**src/hw/rtl/tsh_pkg.sv**
```systemverilog
// ----------------------------------------------------------------------------
// tsh_pkg
// Shared types and constants for the TCP SYN header builder.
// ----------------------------------------------------------------------------
package tsh_pkg;

  localparam int unsigned NumWords = 10;
  localparam int unsigned IdxW     = $clog2(NumWords);

  localparam logic [IdxW-1:0] LastIdx = IdxW'(NumWords - 1);

  localparam logic [7:0]  DefaultTtl     = 8'd64;
  localparam logic [7:0]  ProtoTcp       = 8'd6;
  localparam logic [15:0] TcpHdrLen      = 16'd20;
  localparam logic [15:0] TotalLen       = 16'd40;
  localparam logic [15:0] WindowSize     = 16'hFFFF;
  localparam logic [15:0] SynOffsetFlags = 16'h5002;
  localparam logic [7:0]  VerIhl         = 8'h45;

  localparam int unsigned CfgIdxW  = 2;
  localparam int unsigned CfgDataW = 32;

  typedef enum logic [CfgIdxW-1:0] {
    CfgSrcAddr = 2'd0,
    CfgDstAddr = 2'd1,
    CfgTtl     = 2'd2
  } cfg_idx_e;

  typedef struct packed {
    logic [15:0] src_port;
    logic [15:0] target_port;
    logic [15:0] ip_ident;
    logic [31:0] sequence_number;
  } probe_t;

endpackage

```
**src/hw/rtl/tsh_csum.sv**
```systemverilog
// ----------------------------------------------------------------------------
// tsh_csum
// TCP checksum over pseudo-header and SYN header, folded and inverted.
// ----------------------------------------------------------------------------
module tsh_csum (
  input  logic [31:0]   src_addr_i,
  input  logic [31:0]   dst_addr_i,
  input  tsh_pkg::probe_t probe_i,
  output logic [15:0]   csum_o
);

  // Fixed terms: protocol, TCP length, offset/flags, window
  localparam logic [19:0] FixedSum = 20'({8'd0, tsh_pkg::ProtoTcp})
                                   + 20'(tsh_pkg::TcpHdrLen)
                                   + 20'(tsh_pkg::SynOffsetFlags)
                                   + 20'(tsh_pkg::WindowSize);

  logic [19:0] acc;
  logic [16:0] fold1;
  logic [15:0] fold2;

  // Twelve 16-bit terms stay below 2^20
  assign acc = FixedSum
             + 20'(src_addr_i[31:16]) + 20'(src_addr_i[15:0])
             + 20'(dst_addr_i[31:16]) + 20'(dst_addr_i[15:0])
             + 20'(probe_i.src_port) + 20'(probe_i.target_port)
             + 20'(probe_i.sequence_number[31:16])
             + 20'(probe_i.sequence_number[15:0]);

  // Two end-around carry folds reach a 16-bit value
  assign fold1  = 17'(acc[15:0]) + 17'(acc[19:16]);
  assign fold2  = fold1[15:0] + 16'(fold1[16]);
  assign csum_o = ~fold2;

endmodule

```
**src/hw/rtl/tsh_serializer.sv**
```systemverilog
// ----------------------------------------------------------------------------
// tsh_serializer
// Holds one probe and streams its ten header words through an output register.
// ----------------------------------------------------------------------------
module tsh_serializer (
  input  logic                  clk_i,
  input  logic                  rst_ni,
  input  logic                  load_i,
  input  tsh_pkg::probe_t       probe_i,
  input  logic [15:0]           csum_i,
  input  logic [31:0]           src_addr_i,
  input  logic [31:0]           dst_addr_i,
  input  logic [7:0]            ttl_i,
  output logic                  ready_o,
  output logic                  out_valid_o,
  input  logic                  out_stall_i,
  output logic [31:0]           packet_word_o,
  output logic                  last_word_o
);

  logic                     busy_q;
  logic [tsh_pkg::IdxW-1:0] idx_q;
  tsh_pkg::probe_t          probe_q;
  logic [15:0]              csum_q;
  logic                     out_valid_q;
  logic [31:0]              word_q;
  logic                     last_q;

  logic                     out_free;
  logic [31:0]              word_d;
  logic [7:0]               ttl_eff;

  assign out_free = !out_valid_q || !out_stall_i;
  assign ready_o  = !busy_q || (out_free && (idx_q == tsh_pkg::LastIdx));
  assign ttl_eff  = (ttl_i == 8'd0) ? tsh_pkg::DefaultTtl : ttl_i;

  always_comb begin
    case (idx_q)
      4'd0:    word_d = {tsh_pkg::VerIhl, 8'd0, tsh_pkg::TotalLen};
      4'd1:    word_d = {probe_q.ip_ident, 16'd0};
      4'd2:    word_d = {ttl_eff, tsh_pkg::ProtoTcp, 16'd0};
      4'd3:    word_d = src_addr_i;
      4'd4:    word_d = dst_addr_i;
      4'd5:    word_d = {probe_q.src_port, probe_q.target_port};
      4'd6:    word_d = probe_q.sequence_number;
      4'd7:    word_d = 32'd0;
      4'd8:    word_d = {tsh_pkg::SynOffsetFlags, tsh_pkg::WindowSize};
      default: word_d = {csum_q, 16'd0};
    endcase
  end

  always_ff @(posedge clk_i or negedge rst_ni) begin
    if (!rst_ni) begin
      busy_q      <= 1'b0;
      idx_q       <= '0;
      out_valid_q <= 1'b0;
    end else begin
      if (out_free) begin
        out_valid_q <= busy_q;
        if (busy_q) begin
          idx_q <= idx_q + tsh_pkg::IdxW'(1);
          if (idx_q == tsh_pkg::LastIdx) begin
            busy_q <= 1'b0;
          end
        end
      end
      if (load_i) begin
        busy_q <= 1'b1;
        idx_q  <= '0;
      end
    end
  end

  always_ff @(posedge clk_i) begin
    if (out_free && busy_q) begin
      word_q <= word_d;
      last_q <= (idx_q == tsh_pkg::LastIdx);
    end
    if (load_i) begin
      probe_q <= probe_i;
      csum_q  <= csum_i;
    end
  end

  assign out_valid_o   = out_valid_q;
  assign packet_word_o = word_q;
  assign last_word_o   = last_q;

endmodule

```
**src/hw/rtl/tcp_syn_header_builder.sv**
```systemverilog
// ----------------------------------------------------------------------------
// tcp_syn_header_builder
// Builds a 40-byte IPv4 + TCP SYN header per probe, as ten 32-bit words.
// ----------------------------------------------------------------------------
// Usage:
//   Input channel (in_valid_i / in_stall_o) carries one probe item: source
//   port, target port, IP identification and sequence number. Output channel
//   (out_valid_o / out_stall_i) returns ten big-endian header words per item,
//   first byte in the top bits; last_word_o marks the tenth word.
//   Configuration: source/destination address and TTL through cfg_we_i,
//   cfg_index_i, cfg_data_i. TTL 0 means 64. Write only while idle.
// Path: input register, serializer hold register, then the output word register.
// Overlap: the single output word port limits the item rate; the next item
//   waits in the input register while words stream out.
// Reset: all channels go empty, addresses clear to 0 and TTL returns to 64.
// Stall: a stalled output word holds; the serializer freezes, and once the
//   input register is full in_stall_o rises until the serializer drains.
// ----------------------------------------------------------------------------
module tcp_syn_header_builder (
  input  logic                         clk_i,
  input  logic                         rst_ni,
  // configuration
  input  logic                         cfg_we_i,
  input  logic [tsh_pkg::CfgIdxW-1:0]  cfg_index_i,
  input  logic [tsh_pkg::CfgDataW-1:0] cfg_data_i,
  // probe items
  input  logic                         in_valid_i,
  output logic                         in_stall_o,
  input  logic [15:0]                  src_port_i,
  input  logic [15:0]                  target_port_i,
  input  logic [15:0]                  ip_ident_i,
  input  logic [31:0]                  sequence_number_i,
  // header words
  output logic                         out_valid_o,
  input  logic                         out_stall_i,
  output logic [31:0]                  packet_word_o,
  output logic                         last_word_o
);

  logic [31:0]     src_addr_q;
  logic [31:0]     dst_addr_q;
  logic [7:0]      ttl_q;

  logic            in_valid_q;
  tsh_pkg::probe_t probe_q;
  logic            ser_ready;
  logic            take;
  logic            accept;
  logic [15:0]     csum;

  // Register decode; out-of-range indexes drop
  always_ff @(posedge clk_i or negedge rst_ni) begin
    if (!rst_ni) begin
      src_addr_q <= '0;
      dst_addr_q <= '0;
      ttl_q      <= tsh_pkg::DefaultTtl;
    end else if (cfg_we_i) begin
      unique case (cfg_index_i)
        tsh_pkg::CfgSrcAddr: src_addr_q <= cfg_data_i;
        tsh_pkg::CfgDstAddr: dst_addr_q <= cfg_data_i;
        tsh_pkg::CfgTtl:     ttl_q      <= cfg_data_i[7:0];
        default: ;
      endcase
    end
  end

  // Input register: hand off to the serializer when it can load
  assign take       = in_valid_q && ser_ready;
  assign in_stall_o = in_valid_q && !ser_ready;
  assign accept     = in_valid_i && !in_stall_o;

  always_ff @(posedge clk_i or negedge rst_ni) begin
    if (!rst_ni) begin
      in_valid_q <= 1'b0;
    end else if (accept) begin
      in_valid_q <= 1'b1;
    end else if (take) begin
      in_valid_q <= 1'b0;
    end
  end

  always_ff @(posedge clk_i) begin
    if (accept) begin
      probe_q.src_port        <= src_port_i;
      probe_q.target_port     <= target_port_i;
      probe_q.ip_ident        <= ip_ident_i;
      probe_q.sequence_number <= sequence_number_i;
    end
  end

  // Checksum sits between the input register and the serializer hold register
  tsh_csum u_csum (
    .src_addr_i (src_addr_q),
    .dst_addr_i (dst_addr_q),
    .probe_i    (probe_q),
    .csum_o     (csum)
  );

  tsh_serializer u_serializer (
    .clk_i         (clk_i),
    .rst_ni        (rst_ni),
    .load_i        (take),
    .probe_i       (probe_q),
    .csum_i        (csum),
    .src_addr_i    (src_addr_q),
    .dst_addr_i    (dst_addr_q),
    .ttl_i         (ttl_q),
    .ready_o       (ser_ready),
    .out_valid_o   (out_valid_o),
    .out_stall_i   (out_stall_i),
    .packet_word_o (packet_word_o),
    .last_word_o   (last_word_o)
  );

endmodule
```
**config.mk**
```make
export PLATFORM = sky130hd
export DESIGN_NAME = tcp_syn_header_builder
export DESIGN_NICKNAME = d
export VERILOG_FILES = /design/src/hw/rtl/tsh_pkg.sv /design/src/hw/rtl/tsh_csum.sv /design/src/hw/rtl/tsh_serializer.sv /design/src/hw/rtl/tcp_syn_header_builder.sv
export SDC_FILE = /design/constraint.sdc
export NUM_CORES = 1
export LEC_CHECK = 0
export BUFFER_PORTS_ARGS = -buffer_cell sky130_fd_sc_hd__buf_2
export CAP_MARGIN = 0
export CORE_MARGIN = 10
export CORE_UTILIZATION = 34
export CTS_CLUSTER_DIAMETER = 100
export CTS_CLUSTER_SIZE = 24
export DETAILED_ROUTE_END_ITERATION = 8
export GPL_ROUTABILITY_DRIVEN = 1
export HOLD_SLACK_MARGIN = 0.15
export MAX_ROUTING_LAYER = met4
export PLACE_DENSITY_LB_ADDON = 0.05
export SLEW_MARGIN = 25
export SYNTH_ARGS = -nofsm -noshare
export SYNTH_HDL_FRONTEND = slang
export SYNTH_SLANG_ARGS = --single-unit
```
**constraint.sdc**
```tcl
create_clock -name clk_i -period 12.65 [get_ports clk_i]
set_input_delay 1.265 -clock clk_i [delete_from_list [all_inputs] [get_ports clk_i]]
set_output_delay 1.265 -clock clk_i [all_outputs]
set_load 0.05 [all_outputs]
```
Word-level counts from Yosys, hierarchy flattened
Cells that the tools add are included.

Output and inout port bits: 35. RAM bits: 0. Memories kept: 0. Flip-flop bits (word level): 288. Memory bits (read-only): 0. Latch bits: 0.

Bitwise operators: 1. Shifts and indexed selects: 0. Eq/ne operators: 11. Divide/modulo/power cells: 0. Add/subtract/negate cells: 11. Reduce and logical (&&, ||, !) cells: 22. $mul: 0. Multiplexer cells: 11. Magnitude comparators: 0.

Operator list (number): one-hot mux 32 bit (9 select lines) (1); adder 20 x 16 -> 20 bit (7); adder 17 x 16 -> 18 bit (first input constant) (1); adder 16 x 4 -> 17 bit (1); adder 16 x 1 -> 16 bit (1); equality test 4 x 3 -> 1 bit (second input constant) (4); NOT 16 bit (1); two-way mux 4 bit (3); equality test 4 x 2 -> 1 bit (second input constant) (2); equality test 4 bit (second input constant) (2); zero test 8 bit (1); two-way mux 8 bit (1); AND reduction 2 bit (4); two-way mux 1 bit (6); nonzero test 2 bit (3); logical AND 1 bit (5); zero test 1 bit (5); adder 4 x 1 -> 4 bit (second input constant) (1); equality test 4 x 1 -> 1 bit (second input constant) (1); zero test 4 bit (1); equality test 2 x 1 -> 1 bit (second input constant) (1); equality test 2 bit (second input constant) (1); zero test 2 bit (1); logical OR 1 bit (2).

Longest topological paths before layout
Gate-level depths: netlist of run 1.

Depth after elaboration: 11. Mapped depth: 42.

Hierarchy
From an unflattened synthesis of run 1, not the netlist that was laid out.

Cell total of the unflattened synthesis: 1118. Area, all modules: 15190.8 um^2.

By module, submodules not included: tsh_serializer (cells each 324, seq. area each 4023.9 um^2, area each 5300.1 um^2, times used 1); tcp_syn_header_builder (cells each 239, seq. area each 4230.3 um^2, area each 5171.2 um^2, times used 1); tsh_csum (cells each 555, seq. area each 0.0 um^2, area each 4719.5 um^2, times used 1).

Worst setup path before layout of run 1
OpenSTA, ideal clock, no wires.

Kind: register to register. From: reg src_addr_q[16]. To: reg u_serializer.csum_q[15], data pin. Arrival: 7.699 ns. Path buffers: 0. Data required time: 12.388 ns. Setup slack: 4.689 ns. Clock period less this slack: 7.961 ns. Stages on the path, launching flop included: 41. Cells stage by stage: dfrtp_1 -> inv_1 -> ha_1 -> nor2b_1 -> nand2b_1 -> nand2_1 -> nor2_1 -> xor2_1 -> fa_1 -> inv_1 -> fa_1 -> fa_1 -> fa_1 -> inv_1 -> ha_1 -> a2111oi_0 -> o21ai_1 -> a221oi_2 -> [... 5 more ...] -> a21oi_1 -> ha_1 -> inv_1 -> fa_1 -> nor2b_1 -> o21ai_0 -> a21oi_1 -> inv_1 -> nor2_1 -> and3_1 -> ha_1 -> and3_1 -> o211ai_1 -> inv_1 -> o211ai_1 -> nor4_1 -> o21ai_1 -> xor2_1.

Cells in the longest elaborated chain, start to end: 11.

Ends and longest elaborated chain: start: declaration (line tcp_syn_header_builder.sv:40) `logic [31:0] src_addr_q;`; start signal: assignment (line tcp_syn_header_builder.sv:59) `tsh_pkg::CfgSrcAddr: src_addr_q <= cfg_data_i;`; adder 17 x 16 -> 18 bit (line tsh_csum.sv:24) `+ 20'(src_addr_i[31:16]) + 20'(src_addr_i[15:0])`; adder 20 x 16 -> 20 bit (line tsh_csum.sv:24); adder 20 x 16 -> 20 bit (2 in a row) (line tsh_csum.sv:25) `+ 20'(dst_addr_i[31:16]) + 20'(dst_addr_i[15:0])`; adder 20 x 16 -> 20 bit (2 in a row) (line tsh_csum.sv:26) `+ 20'(probe_i.src_port) + 20'(probe_i.target_port)`; adder 20 x 16 -> 20 bit (line tsh_csum.sv:27) `+ 20'(probe_i.sequence_number[31:16])`; adder 20 x 16 -> 20 bit (line tsh_csum.sv:28) `+ 20'(probe_i.sequence_number[15:0]);`; adder 16 x 4 -> 17 bit (line tsh_csum.sv:31) `assign fold1 = 17'(acc[15:0]) + 17'(acc[19:16]);`; adder 16 x 1 -> 16 bit (line tsh_csum.sv:32) `assign fold2 = fold1[15:0] + 16'(fold1[16]);`; NOT 16 bit (line tsh_csum.sv:33) `assign csum_o = ~fold2;`; named net csum[15] (line tcp_syn_header_builder.sv:49) `logic [15:0] csum;`; end signal: assignment (line tsh_serializer.sv:81) `csum_q <= csum_i;`; end: declaration (line tsh_serializer.sv:24) `logic [15:0] csum_q;`.

The timed path passes the listed nets, and every way through them passes these cells. A chain may end at the register's enable or synchronous reset.

Worst setup path in the final report of run 1
Ends and elaborated chain as after synthesis.

==> metrics.md, run 1 <==
| Metric | Value |
|---|---|
| CP required | `between 10 and 15 ns` |
| Post-CTS Setup Bufs | `0` |
| Area grow syn2layout | `13.6%` |
| CTS resizes | `0` |
| Max stage delay on crit path | `about 0.55 ns` |
| Routed wire length per instance | `21.8 um` |
| GRT Total Usage | `15.8%` |
| Async S/R FF share, synth | `between 20% and 30%` |
| Yosys Warn Count | `0` |
| # setup viols final | `0` |
| Drt drc | `0` |
| Post-Syn Area | `between 10,000 and 15,000 um2` |
| Total CTS buffers | `16` |
| Share of cells above drive strength 1 | `22.1%` |
| Die area | `51,900 um2` |
| Largest net degree at the start of global routing | `81` |
| First-pass GRT wire length | `61.4 mm` |
| Hold Crit Class | `register to register` |
| Placed Area | `16,200 um2` |
| Slowest CP cell | `fa_1` |
| Clk_skew | `0.0169 ns` |
| Starting Density | `34.3%` |
| Max-slew violation count | `0` |
| Unique masters post-synth | `63` |
| Setup_tns | `0 ns` |
| Fin. Hold Viols | `0` |
| Fin crit share | `72.1%` |
| CP Class | `register to register` |
| Area contributors post-synth | `edfxtp_1 (43%), dfrtp_1 (13%), fa_1 (13%)` |
| Synth Area per Inst | `approximately 14 um2` |
| Startpoint class of the critical path | `register` |
| # clock sinks | `288` |
| Post-synth net total | `1,331` |
| Post-synth top flop | `edfxtp_1` |
| Clk buf depth | `3` |
| Status | `finished, final reports clean` |
| Final Cell Area | `between 15,000 and 20,000 um2` |
| Synth top cells by count | `edfxtp_1 (209), inv_1 (157), fa_1 (97), dfrtp_1 (78), mux2_2 (67)` |
| DP HPWL | `between 20 and 30 mm` |
| IO Pins | `154` |
| Clk slew on worst S/H paths | `roughly 0.10 ns` |
| Core area | `42,900 um2` |
| Post-Route WL | `39.8 mm` |
| Chip height | `228 um` |
| Port buffer count | `153` |
| CTS tree | `built` |
| CP Data Arrival Time | `roughly 9.4 ns` |
| Routed Antenna Nets | `0` |
| Synth area leader | `edfxtp_1` |
| CP Capture Type | `register` |
| Register area share after synthesis | `a little under three fifths` |
| Initial antenna violation count | `0` |
| Maximum clock frequency | `0.110 GHz` |
| Clock Latency Late Sink | `0.52 ns` |
| MaxCap Viol Count | `0` |
| Hold_buf cts | `0` |
| DRT iter0 DRCs | `606` |
| EDFF count, synth | `209` |
| Root Buffer | `clkbuf_16` |
| Synthesized instance count | `1,081` |
| Most numerous cell in the Yosys netlist | `edfxtp_1` |
| Vias per cell | `4.80` |
| Least-Margin Pin Slew | `0.819 ns` |
| Crit Path Max Fanout | `8` |
| RSZ-0062 raised after global routing | `false` |
| Remaining Overflow, GRT | `0` |
| Max H-tree Level | `1` |
| Final net count | `1,484` |
| Max_slew headroom | `45.3%` |
| Vias in the first global route | `9,727` |
| Std cell rows | `76` |
| Pre-antenna DRT Iters | `5` |
| Yosys reg bits | `288` |
| Die W | `228 um` |
| Post-synth top area share | `42.7%` |
| Crit path top cell by count | `inv_1` |
| Diodes inserted | `0` |
| Vias | `8,787` |
| Tmin final | `between 9 and 10 ns` |
| Placer Congestion | `0.801` |
==> routing by layer <==
layer / up-vias / track usage (%) / wire [um]
li1: 4104 / - / -
met1: 4508 / 21.1 / 18500
met2: 151 / 26.2 / 19800
met3: 24 / 1.51 / 995
met4: 0 / 2.50 / 412
met5: - / - / 0
==> worst paths after layout <==
kind | startpoint | endpoint | slack [ns] | cells past startpoint
max in group asynchronous | rst_ni | src_addr_q[20]$_DFFE_PN0P_ | 10.84 | 2
max reg2reg | src_addr_q[16]$_DFFE_PN0P_ | u_serializer.csum_q[15]$_DFFE_PP_ | 3.53 | 40
min | probe_q[37]$_DFFE_PP_ | u_serializer.probe_q[37]$_DFFE_PP_ | 0.43 | 0
max | src_addr_q[16]$_DFFE_PN0P_ | u_serializer.csum_q[15]$_DFFE_PP_ | 3.53 | 40
min reg2reg | probe_q[37]$_DFFE_PP_ | u_serializer.probe_q[37]$_DFFE_PP_ | 0.43 | 0
min in group asynchronous | rst_ni | dst_addr_q[10]$_DFFE_PN0P_ | 0.68 | 1
==> metrics by stage <==
stage,cells,utilization [%],setup WS [ns],hold WS (ns)
floorplan,1081,-,4.69,0.400
global placement,1801,37.8,3.68,0.404
detailed placement,1801,37.8,3.48,0.405
CTS,1829,38.9,3.42,0.430
global route,1829,38.9,2.51,0.438
finish,1829,38.9,3.53,0.427
==> sequential cells by signal, indices dropped and copies added (netlist names) <==
register                    flops
dst_addr_q                     32
in_valid_q                      1
probe_q                        80
src_addr_q                     32
ttl_q                           8
u_serializer.busy_q             1
u_serializer.csum_q            16
u_serializer.idx_q              4
u_serializer.last_word_o        1
u_serializer.out_valid_o        1
u_serializer.packet_word_o     32
u_serializer.probe_q           80
==> final cells by class <==
class	count	area, um2
inverter	157	589
clock buffer	23	448
tap	585	732
fill	4130	26200
sequential	288	8250
clock inverter	5	33.8
multi-input combinational	602	5740
timing repair buffer	169	892
==> logic make-up after synthesis <==
family                     Yosys count  share of synthesized area [%]
buffers and inverters              191                           4.94
and+or+nand+nor                    193                           6.84
xor gates and xnor gates            43                           2.56
DFF                                288                           56.2
adders and majority gates          131                           16.1
muxes                               68                           5.20
AOI/OAI and AO/OA                  167                           8.17
==> worst max-delay path: cells and delay by family, from the launching register on <==
| family | cells | cell delay [ns] |
|---|---|---|
| adders and majority gates | 9 | 3.35 |
| AOI/OAI and AO/OA | 11 | 2.42 |
| and+or+nand+nor | 12 | 2.01 |
| DFF | 1 | 0.44 |
| buffers and inverters | 6 | 0.41 |
| xor gates and xnor gates | 2 | 0.25 |
==> cells in the final DEF, fill, tap and decap left out, drive strengths merged, types with 9 or more instances in the layout <==
master / n
edfxtp: 209
buf: 169
inv: 158
fa: 97
dfrtp: 78
mux2: 67
nand2: 60
a22oi: 51
ha: 34
nand3: 33
o21ai: 32
nor2: 26
a21oi: 24
clkbuf: 23
xnor2: 22
xor2: 21
nor3: 12
nand4: 12
and2: 12
a222oi: 9
Power of run 1 is not shown: default switching activity piles up to over one toggle a cycle in this logic, so the estimate is an artifact.
==> run 2: changes to the inputs <==
==> constraint.sdc (replaced) <==
create_clock -name clk_i -period 8.4 [get_ports clk_i]
set_input_delay 0.84 -clock clk_i [delete_from_list [all_inputs] [get_ports clk_i]]
set_output_delay 0.84 -clock clk_i [all_outputs]
set_load 0.05 [all_outputs]
==> run 2 against run 1 <==
Via count grew 2.8%; critical path depth decreased by 2; core utilization increased by 1.7 points; highest routed layer unchanged; setup slack lost 3.0 ns; routed wire length increased by 1.1%; die area is the same; critical path type unchanged; sequential share of layout area is 2.1 points lower; clock skew up 0.00050 ns.
==> metrics.md, run 2 (synthesis results as in run 1) <==
| Metric | Value |
|---|---|
| Status | `finished, final reports clean (unchanged)` |
| Core area | `42,900 um2 (unchanged)` |
| Largest registers | `probe_q: 80 flops, u_serializer.probe_q: 80 flops (unchanged)` |
| Maximum clock frequency | `0.126 GHz (was 0.110 GHz)` |
| CP required | `8.68 ns (was 12.92 ns)` |
| Vias per cell | `4.78 (was 4.80)` |
| Routed wire length per instance | `21.3 um (was 21.8 um)` |
| # setup viols final | `0 (unchanged)` |
| Crit path top cell by count | `inv_1 (unchanged)` |
| CP Class | `register to register (unchanged)` |
| Total CTS buffers | `17 (was 16)` |
| Reg2Reg Setup Slack | `0.49 ns (was 3.53 ns)` |
| Final Cell Area | `17,400 um2 (was 16,700 um2)` |
| Worst r2r src | `src_addr_q[16]$_DFFE_PN0P_ (unchanged)` |
| Share of cells above drive strength 1 | `29.1% (was 22.1%)` |
| Most frequent cells in the layout | `edfxtp_1 (209), inv_1 (155), buf_2 (152) (was edfxtp_1 (209), inv_1 (157), buf_2 (152))` |
| Least-Margin Pin Slew | `0.990 ns (was 0.819 ns)` |
| Std cell rows | `76 (unchanged)` |
| Fin. Hold Viols | `0 (unchanged)` |
| Max stage delay on crit path | `0.57 ns (was 0.55 ns)` |
| Clk slew on worst S/H paths | `0.10 ns (about the same)` |
| DRT iter0 DRCs | `645 (was 606)` |
| Placer Congestion | `0.802 (was 0.801)` |
| # clock sinks | `288 (unchanged)` |
| Met2 wire length | `19.8 mm (about the same)` |
| Final setup margin | `0.492 ns (was 3.53 ns)` |
| End of the worst register-to-register path | `u_serializer.csum_q[15]$_DFFE_PP_ (unchanged)` |
| Placed Area | `16,600 um2 (was 16,200 um2)` |
| Drt drc | `0 (unchanged)` |
| Slowest CP cell | `fa_1 (unchanged)` |
| Remaining Overflow, GRT | `0 (unchanged)` |
| Fin crit share | `94.1% (was 72.1%)` |
| Non-Filler Instances | `1,890 (was 1,829)` |
| Final net count | `1,545 (was 1,484)` |
| Clk_skew | `0.0174 ns (was 0.0169 ns)` |
| Post-Route M1 WL | `18.5 mm (about the same)` |
| Largest net degree at the start of global routing | `81 (unchanged)` |
| Most common cell after layout, fill and taps aside | `edfxtp_1 (unchanged)` |
| Diodes inserted | `0 (unchanged)` |
| Max_slew headroom | `33.9% (was 45.3%)` |
| Die area | `51,900 um2 (unchanged)` |
| Starting Density | `34.3% (unchanged)` |
| Tmin final | `7.91 ns (was 9.12 ns)` |
| Post-Route WL | `40.2 mm (was 39.8 mm)` |
| Clk buf depth | `3 (unchanged)` |
| Max-slew violation count | `0 (unchanged)` |
| Worst R2R Path Depth | `38 (was 40)` |
| Top Metal Used | `met4 (unchanged)` |
| Die W | `228 um (unchanged)` |
| Max H-tree Level | `1 (unchanged)` |
| CP Data Arrival Time | `8.18 ns (was 9.40 ns)` |
| Routed Antenna Nets | `0 (unchanged)` |
| Post-Place Cells | `1,853 (was 1,801)` |
| CTS tree | `built (unchanged)` |
| MaxCap Viol Count | `0 (unchanged)` |
| Vias in the first global route | `9,888 (was 9,727)` |
| Fillers | `4,091 (was 4,130)` |
| Clock Latency Late Sink | `0.53 ns (was 0.52 ns)` |
| Vias | `9,032 (was 8,787)` |
| Area grow syn2layout | `18.5% (was 13.6%)` |
| Initial antenna violation count | `0 (unchanged)` |
| Hold Crit Class | `primary input to async pin (was register to register)` |
| Met3 WL | `1.36 mm (was 995 um)` |
| Pre-antenna DRT Iters | `6 (was 5)` |
| CP Capture Type | `register (unchanged)` |
| IO Pins | `154 (unchanged)` |
| Port buffer count | `153 (unchanged)` |
| DP HPWL | `29.6 mm (was 29.0 mm)` |
| Final core occ | `40.6% (was 38.9%)` |
| Root Buffer | `clkbuf_16 (unchanged)` |
| First-pass GRT wire length | `61.3 mm (was 61.4 mm)` |
| Crit Path Max Fanout | `3 (was 8)` |
| Worst slack, placed | `-0.310 ns (was 3.48 ns)` |
| GRT Total Usage | `15.8% (about the same)` |
| Startpoint class of the critical path | `register (unchanged)` |
| Chip height | `228 um (unchanged)` |
==> run 2: stage by stage <==
stage,setup TNS (ns),hold WS (ns)
6_report,0,0.281
5_1_grt,-0.0178,0.302
4_1_cts,0,0.289
3_5_place_dp,-1.61,0.405
3_3_place_gp,-0.0101,0.403
2_1_floorplan,0,0.400
==> run 2: layer usage <==
layer / up-vias / track usage (%)
met5: - / -
met4: 0 / 2.46
met3: 38 / 2.16
met2: 179 / 26.2
met1: 4580 / 20.6
li1: 4235 / -
==> run 2: final cells by class <==
class | count | area, um2 | area share (%)
repair buffers | 229 | 1350 | 7.73
well taps | 585 | 732 | 4.20
clock buffers | 23 | 458 | 2.63
inverters | 157 | 589 | 3.38
clock inverters | 6 | 86.3 | 0.496
multi-input cells | 602 | 5950 | 34.2
flip-flops and latches | 288 | 8250 | 47.4
==> run 2: worst max-delay path by stage <==
stage                                          start                                end  slack (ns)
after CTS                 src_addr_q[16]$_DFFE_PN0P_  u_serializer.csum_q[15]$_DFFE_PP_        0.01
after detailed placement  src_addr_q[16]$_DFFE_PN0P_  u_serializer.csum_q[15]$_DFFE_PP_       -0.31
after global routing      src_addr_q[16]$_DFFE_PN0P_  u_serializer.csum_q[15]$_DFFE_PP_       -0.01
after floorplan           src_addr_q[16]$_DFFE_PN0P_  u_serializer.csum_q[15]$_DFFE_PP_        0.44
final                     src_addr_q[16]$_DFFE_PN0P_  u_serializer.csum_q[15]$_DFFE_PP_        0.49
after global placement    src_addr_q[16]$_DFFE_PN0P_  u_serializer.csum_q[15]$_DFFE_PP_       -0.01
==> run 2: critical path: cells and delay by family (launching register included) <==
kind	cells	cell delay, ns
DFF	1	0.38
AOI/OAI and AO/OA	11	1.69
adders and majority gates	10	3.52
xor gates and xnor gates	2	0.30
buffers and inverters	7	0.61
and+or+nand+nor	8	1.14
==> run 2: what timing repair did <==
| action | CTS | global route |
|---|---|---|
| buffers inserted | 4 | 4 |
| endpoints found under the setup margin | 10 | 12 |
| gates resized for setup | 14 | 44 |
| pin swaps | 6 | 35 |
| gates cloned | 0 | 0 |
| hold buffers | 0 | 0 |
Power of run 2 is left out for the same reason.
==> run 3: changes to the inputs <==
--- a/config.mk
+++ b/config.mk
@@ -5,6 +5,7 @@
 export SDC_FILE = /design/constraint.sdc
 export NUM_CORES = 1
 export LEC_CHECK = 0
+export ABC_AREA = 1
 export BUFFER_PORTS_ARGS = -buffer_cell sky130_fd_sc_hd__buf_2
 export CAP_MARGIN = 0
 export CORE_MARGIN = 10
@@ -19,4 +20,5 @@
 export SLEW_MARGIN = 25
 export SYNTH_ARGS = -nofsm -noshare
 export SYNTH_HDL_FRONTEND = slang
+export SYNTH_HIERARCHICAL = 1
 export SYNTH_SLANG_ARGS = --single-unit
==> run 3 against run 2 <==
Routed wire length rose by 25%; critical endpoint is now u_serializer/csum_q[14]$_DFFE_PP_; count of clock-buffer cells in the layout grew 2; die area grew 7.0%; maximum frequency rose by 3.5%; sequential share of layout area shrank 1.1 points; first-iteration DRC count up 20%; clock skew grew 0.031 ns; final cell count is 22% higher; sequential cell count unchanged.
==> metrics.md, run 3 <==
| Metric | Value |
|---|---|
| Status | `finished, final reports clean (unchanged)` |
| CP Capture Point | `u_serializer/csum_q[14]$_DFFE_PP_ (was u_serializer.csum_q[15]$_DFFE_PP_)` |
| Clk_skew | `0.0487 ns (was 0.0174 ns)` |
| End of the worst register-to-register path | `u_serializer/csum_q[14]$_DFFE_PP_ (was u_serializer.csum_q[15]$_DFFE_PP_)` |
| Unique masters post-synth | `35 (was 63)` |
| Die area | `55,600 um2 (was 51,900 um2)` |
| Post-synth top flop | `edfxtp_1 (unchanged)` |
| Most frequent cells in the layout | `nand2_1 (434), inv_1 (269), edfxtp_1 (209) (was edfxtp_1 (209), inv_1 (155), buf_2 (152))` |
| Hold_buf cts | `0 (unchanged)` |
| CTS tree | `built (unchanged)` |
| Std cell rows | `78 (was 76)` |
| Worst r2r src | `src_addr_q[2]$_DFFE_PN0P_ (was src_addr_q[16]$_DFFE_PN0P_)` |
| Drt drc | `0 (unchanged)` |
| Routed Antenna Nets | `0 (unchanged)` |
| Fin crit share | `90.9% (was 94.1%)` |
| Worst R2R Path Depth | `48 (was 38)` |
| Max-slew violation count | `0 (unchanged)` |
| Starting Density | `34.6% (was 34.3%)` |
| MaxCap Viol Count | `0 (unchanged)` |
| Largest net degree at the start of global routing | `75 (was 81)` |
| Vias per cell | `4.79 (was 4.78)` |
| Max H-tree Level | `1 (unchanged)` |
| Startpoint class of the critical path | `register (unchanged)` |
| # clock sinks | `288 (unchanged)` |
| Async S/R FF share, synth | `27.4% (unchanged)` |
| Total CTS buffers | `17 (unchanged)` |
| Synth Area per Inst | `10.1 um2 (was 13.6 um2)` |
| Fillers | `4,622 (was 4,091)` |
| CP Data Arrival Time | `7.91 ns (was 8.18 ns)` |
| Yosys reg bits | `288 (unchanged)` |
| Clk buf depth | `3 (unchanged)` |
| Share of cells above drive strength 1 | `16.1% (was 29.1%)` |
| Routed wire length per instance | `21.7 um (was 21.3 um)` |
| Most common cell after layout, fill and taps aside | `nand2_1 (was edfxtp_1)` |
| Hold Crit Class | `primary input to async pin (unchanged)` |
| # setup viols final | `0 (unchanged)` |
| Placer Congestion | `0.866 (was 0.802)` |
| Synth area leader | `edfxtp_1 (unchanged)` |
| Chip height | `236 um (was 228 um)` |
| Tmin final | `7.64 ns (was 7.91 ns)` |
| Post-Route WL | `50.2 mm (was 40.2 mm)` |
| Synth top cells by count | `nand2_1 (434), inv_1 (272), edfxtp_1 (209), nand3_1 (150), fa_1 (96) (was edfxtp_1 (209), inv_1 (157), fa_1 (97), dfrtp_1 (78), mux2_2 (67))` |
| Synthesized instance count | `1,561 (was 1,081)` |
| Max stage delay on crit path | `0.56 ns (was 0.57 ns)` |
| Crit Path Max Fanout | `4 (was 3)` |
| Maximum clock frequency | `0.131 GHz (was 0.126 GHz)` |
| Least-Margin Pin Slew | `0.974 ns (was 0.990 ns)` |
| Final setup margin | `0.762 ns (was 0.492 ns)` |
| Post-Syn Area | `15,800 um2 (was 14,700 um2)` |
| Vias | `11,100 (was 9,032)` |
| Slowest CP cell | `fa_1 (unchanged)` |
| Fin. Hold Viols | `0 (unchanged)` |
| Area contributors post-synth | `edfxtp_1 (40%), dfrtp_1 (12%), fa_1 (12%) (was edfxtp_1 (43%), dfrtp_1 (13%), fa_1 (13%))` |
| Core area | `45,700 um2 (was 42,900 um2)` |
| Port buffer count | `153 (unchanged)` |
| Vias in the first global route | `11,600 (was 9,888)` |
| Area grow syn2layout | `12.6% (was 18.5%)` |
| Pre-antenna DRT Iters | `5 (was 6)` |
| Yosys Warn Count | `6 (was 0)` |
| Worst slack, placed | `0.401 ns (was -0.310 ns)` |
| DRT iter0 DRCs | `774 (was 645)` |
| CP Capture Type | `register (unchanged)` |
| DP HPWL | `37.0 mm (was 29.6 mm)` |
| Root Buffer | `clkbuf_16 (unchanged)` |
| Post-synth top area share | `39.7% (was 42.7%)` |
| Remaining Overflow, GRT | `0 (unchanged)` |
| Max_slew headroom | `34.9% (was 33.9%)` |
| First-pass GRT wire length | `75.7 mm (was 61.3 mm)` |
| Crit path top cell by count | `nand2_1 (was inv_1)` |
| Initial antenna violation count | `0 (unchanged)` |
| Reg2Reg Setup Slack | `0.76 ns (was 0.49 ns)` |
| CP Class | `register to register (unchanged)` |
| IO Pins | `154 (unchanged)` |
| Largest registers | `probe_q: 80 flops, u_serializer/probe_q: 80 flops (was probe_q: 80 flops, u_serializer.probe_q: 80 flops)` |
| Clk slew on worst S/H paths | `0.10 ns (about the same)` |
| Post-synth net total | `1,822 (was 1,331)` |
| EDFF count, synth | `209 (unchanged)` |
| Clock Latency Late Sink | `0.56 ns (was 0.53 ns)` |
| Register area share after synthesis | `52.2% (was 56.2%)` |
| CP required | `8.68 ns (about the same)` |
| Worst Setup SP | `src_addr_q[2]$_DFFE_PN0P_ (was src_addr_q[16]$_DFFE_PN0P_)` |
| Die W | `236 um (was 228 um)` |
| GRT Total Usage | `18.5% (was 15.8%)` |
| Most numerous cell in the Yosys netlist | `nand2_1 (was edfxtp_1)` |
| Final net count | `1,962 (was 1,545)` |
-- run 3: cell count changes in the layout (fill, tap and decap cells not counted), moves of 47 or more --
cell     delta
nand4_1    +47
inv_1     +114
nand3_1   +117
a22oi_1    -51
mux2_2     -67
nand2_1   +377
buf_4      -58
-- run 3: metal layers --
layer / vias to the layer above / wire (um) / track usage, %
li1: 5241 / - / -
met1: 5552 / 23600 / 25.2
met2: 254 / 23400 / 29.0
met3: 41 / 2510 / 2.90
met4: 0 / 681 / 2.89
met5: - / 0 / -
-- run 3: cells by family (layout without fill, tap and decap cells) --
kind of cell	after synthesis	after routing	synth area share (%)
compound gates	43	43	1.61
xor+xnor	11	11	0.727
fa+ha+maj	142	142	15.8
buf+inv	336	487	8.53
flops	288	288	52.2
other cells	0	1	0
simple gates	741	741	21.2
-- run 3: worst max-delay path, delay by kind of cell, from the launching register on --
| kind | cells | cell delay [ns] |
|---|---|---|
| compound gates | 1 | 0.09 |
| buf+inv | 11 | 0.75 |
| xor+xnor | 1 | 0.17 |
| simple gates | 25 | 2.48 |
| flops | 1 | 0.36 |
| fa+ha+maj | 10 | 3.52 |
-- run 3: worst min path at each step --
stage | from | slack [ns] | cells after the start | endpoint
3_3_place_gp | probe_q[32]$_DFFE_PP_ | 0.40 | 0 | u_serializer/probe_q[32]$_DFFE_PP_
5_1_grt | rst_ni | 0.16 | 1 | src_addr_q[20]$_DFFE_PN0P_
3_5_place_dp | probe_q[37]$_DFFE_PP_ | 0.41 | 0 | u_serializer/probe_q[37]$_DFFE_PP_
6_report | rst_ni | 0.18 | 1 | src_addr_q[3]$_DFFE_PN0P_
2_1_floorplan | probe_q[32]$_DFFE_PP_ | 0.40 | 0 | u_serializer/probe_q[32]$_DFFE_PP_
4_1_cts | rst_ni | 0.16 | 1 | src_addr_q[3]$_DFFE_PN0P_
-- run 3: per-stage QoR --
step                      TNS (ns)  util (%)  cells  cell area, um2  hold slack [ns]
after floorplan                  0         -   1561           15800            0.400
after global placement           0      37.6   2278           17200            0.405
after detailed placement         0      37.6   2278           17200            0.408
after CTS                        0      38.8   2308           17700            0.158
after global routing       -0.0542      39.0   2312           17800            0.161
final                            0      39.0   2313           17800            0.180
-- run 3: cell type report --
type	count	area, um2	share of cell area (%)
inverter	288	1090	6.10
tap	600	751	4.21
clock buffer	25	487	2.73
timing repair buffer	169	888	4.99
multi-input combinational	937	6280	35.3
sequential	288	8250	46.3
antenna	1	2.50	0.0140
clock inverter	5	58.8	0.330
-- run 3: timing repair --
item,CTS,global route
resized for setup,0,13
endpoints found under the setup margin,0,7
buffers inserted,0,4
Power of run 3 is left out for the same reason.
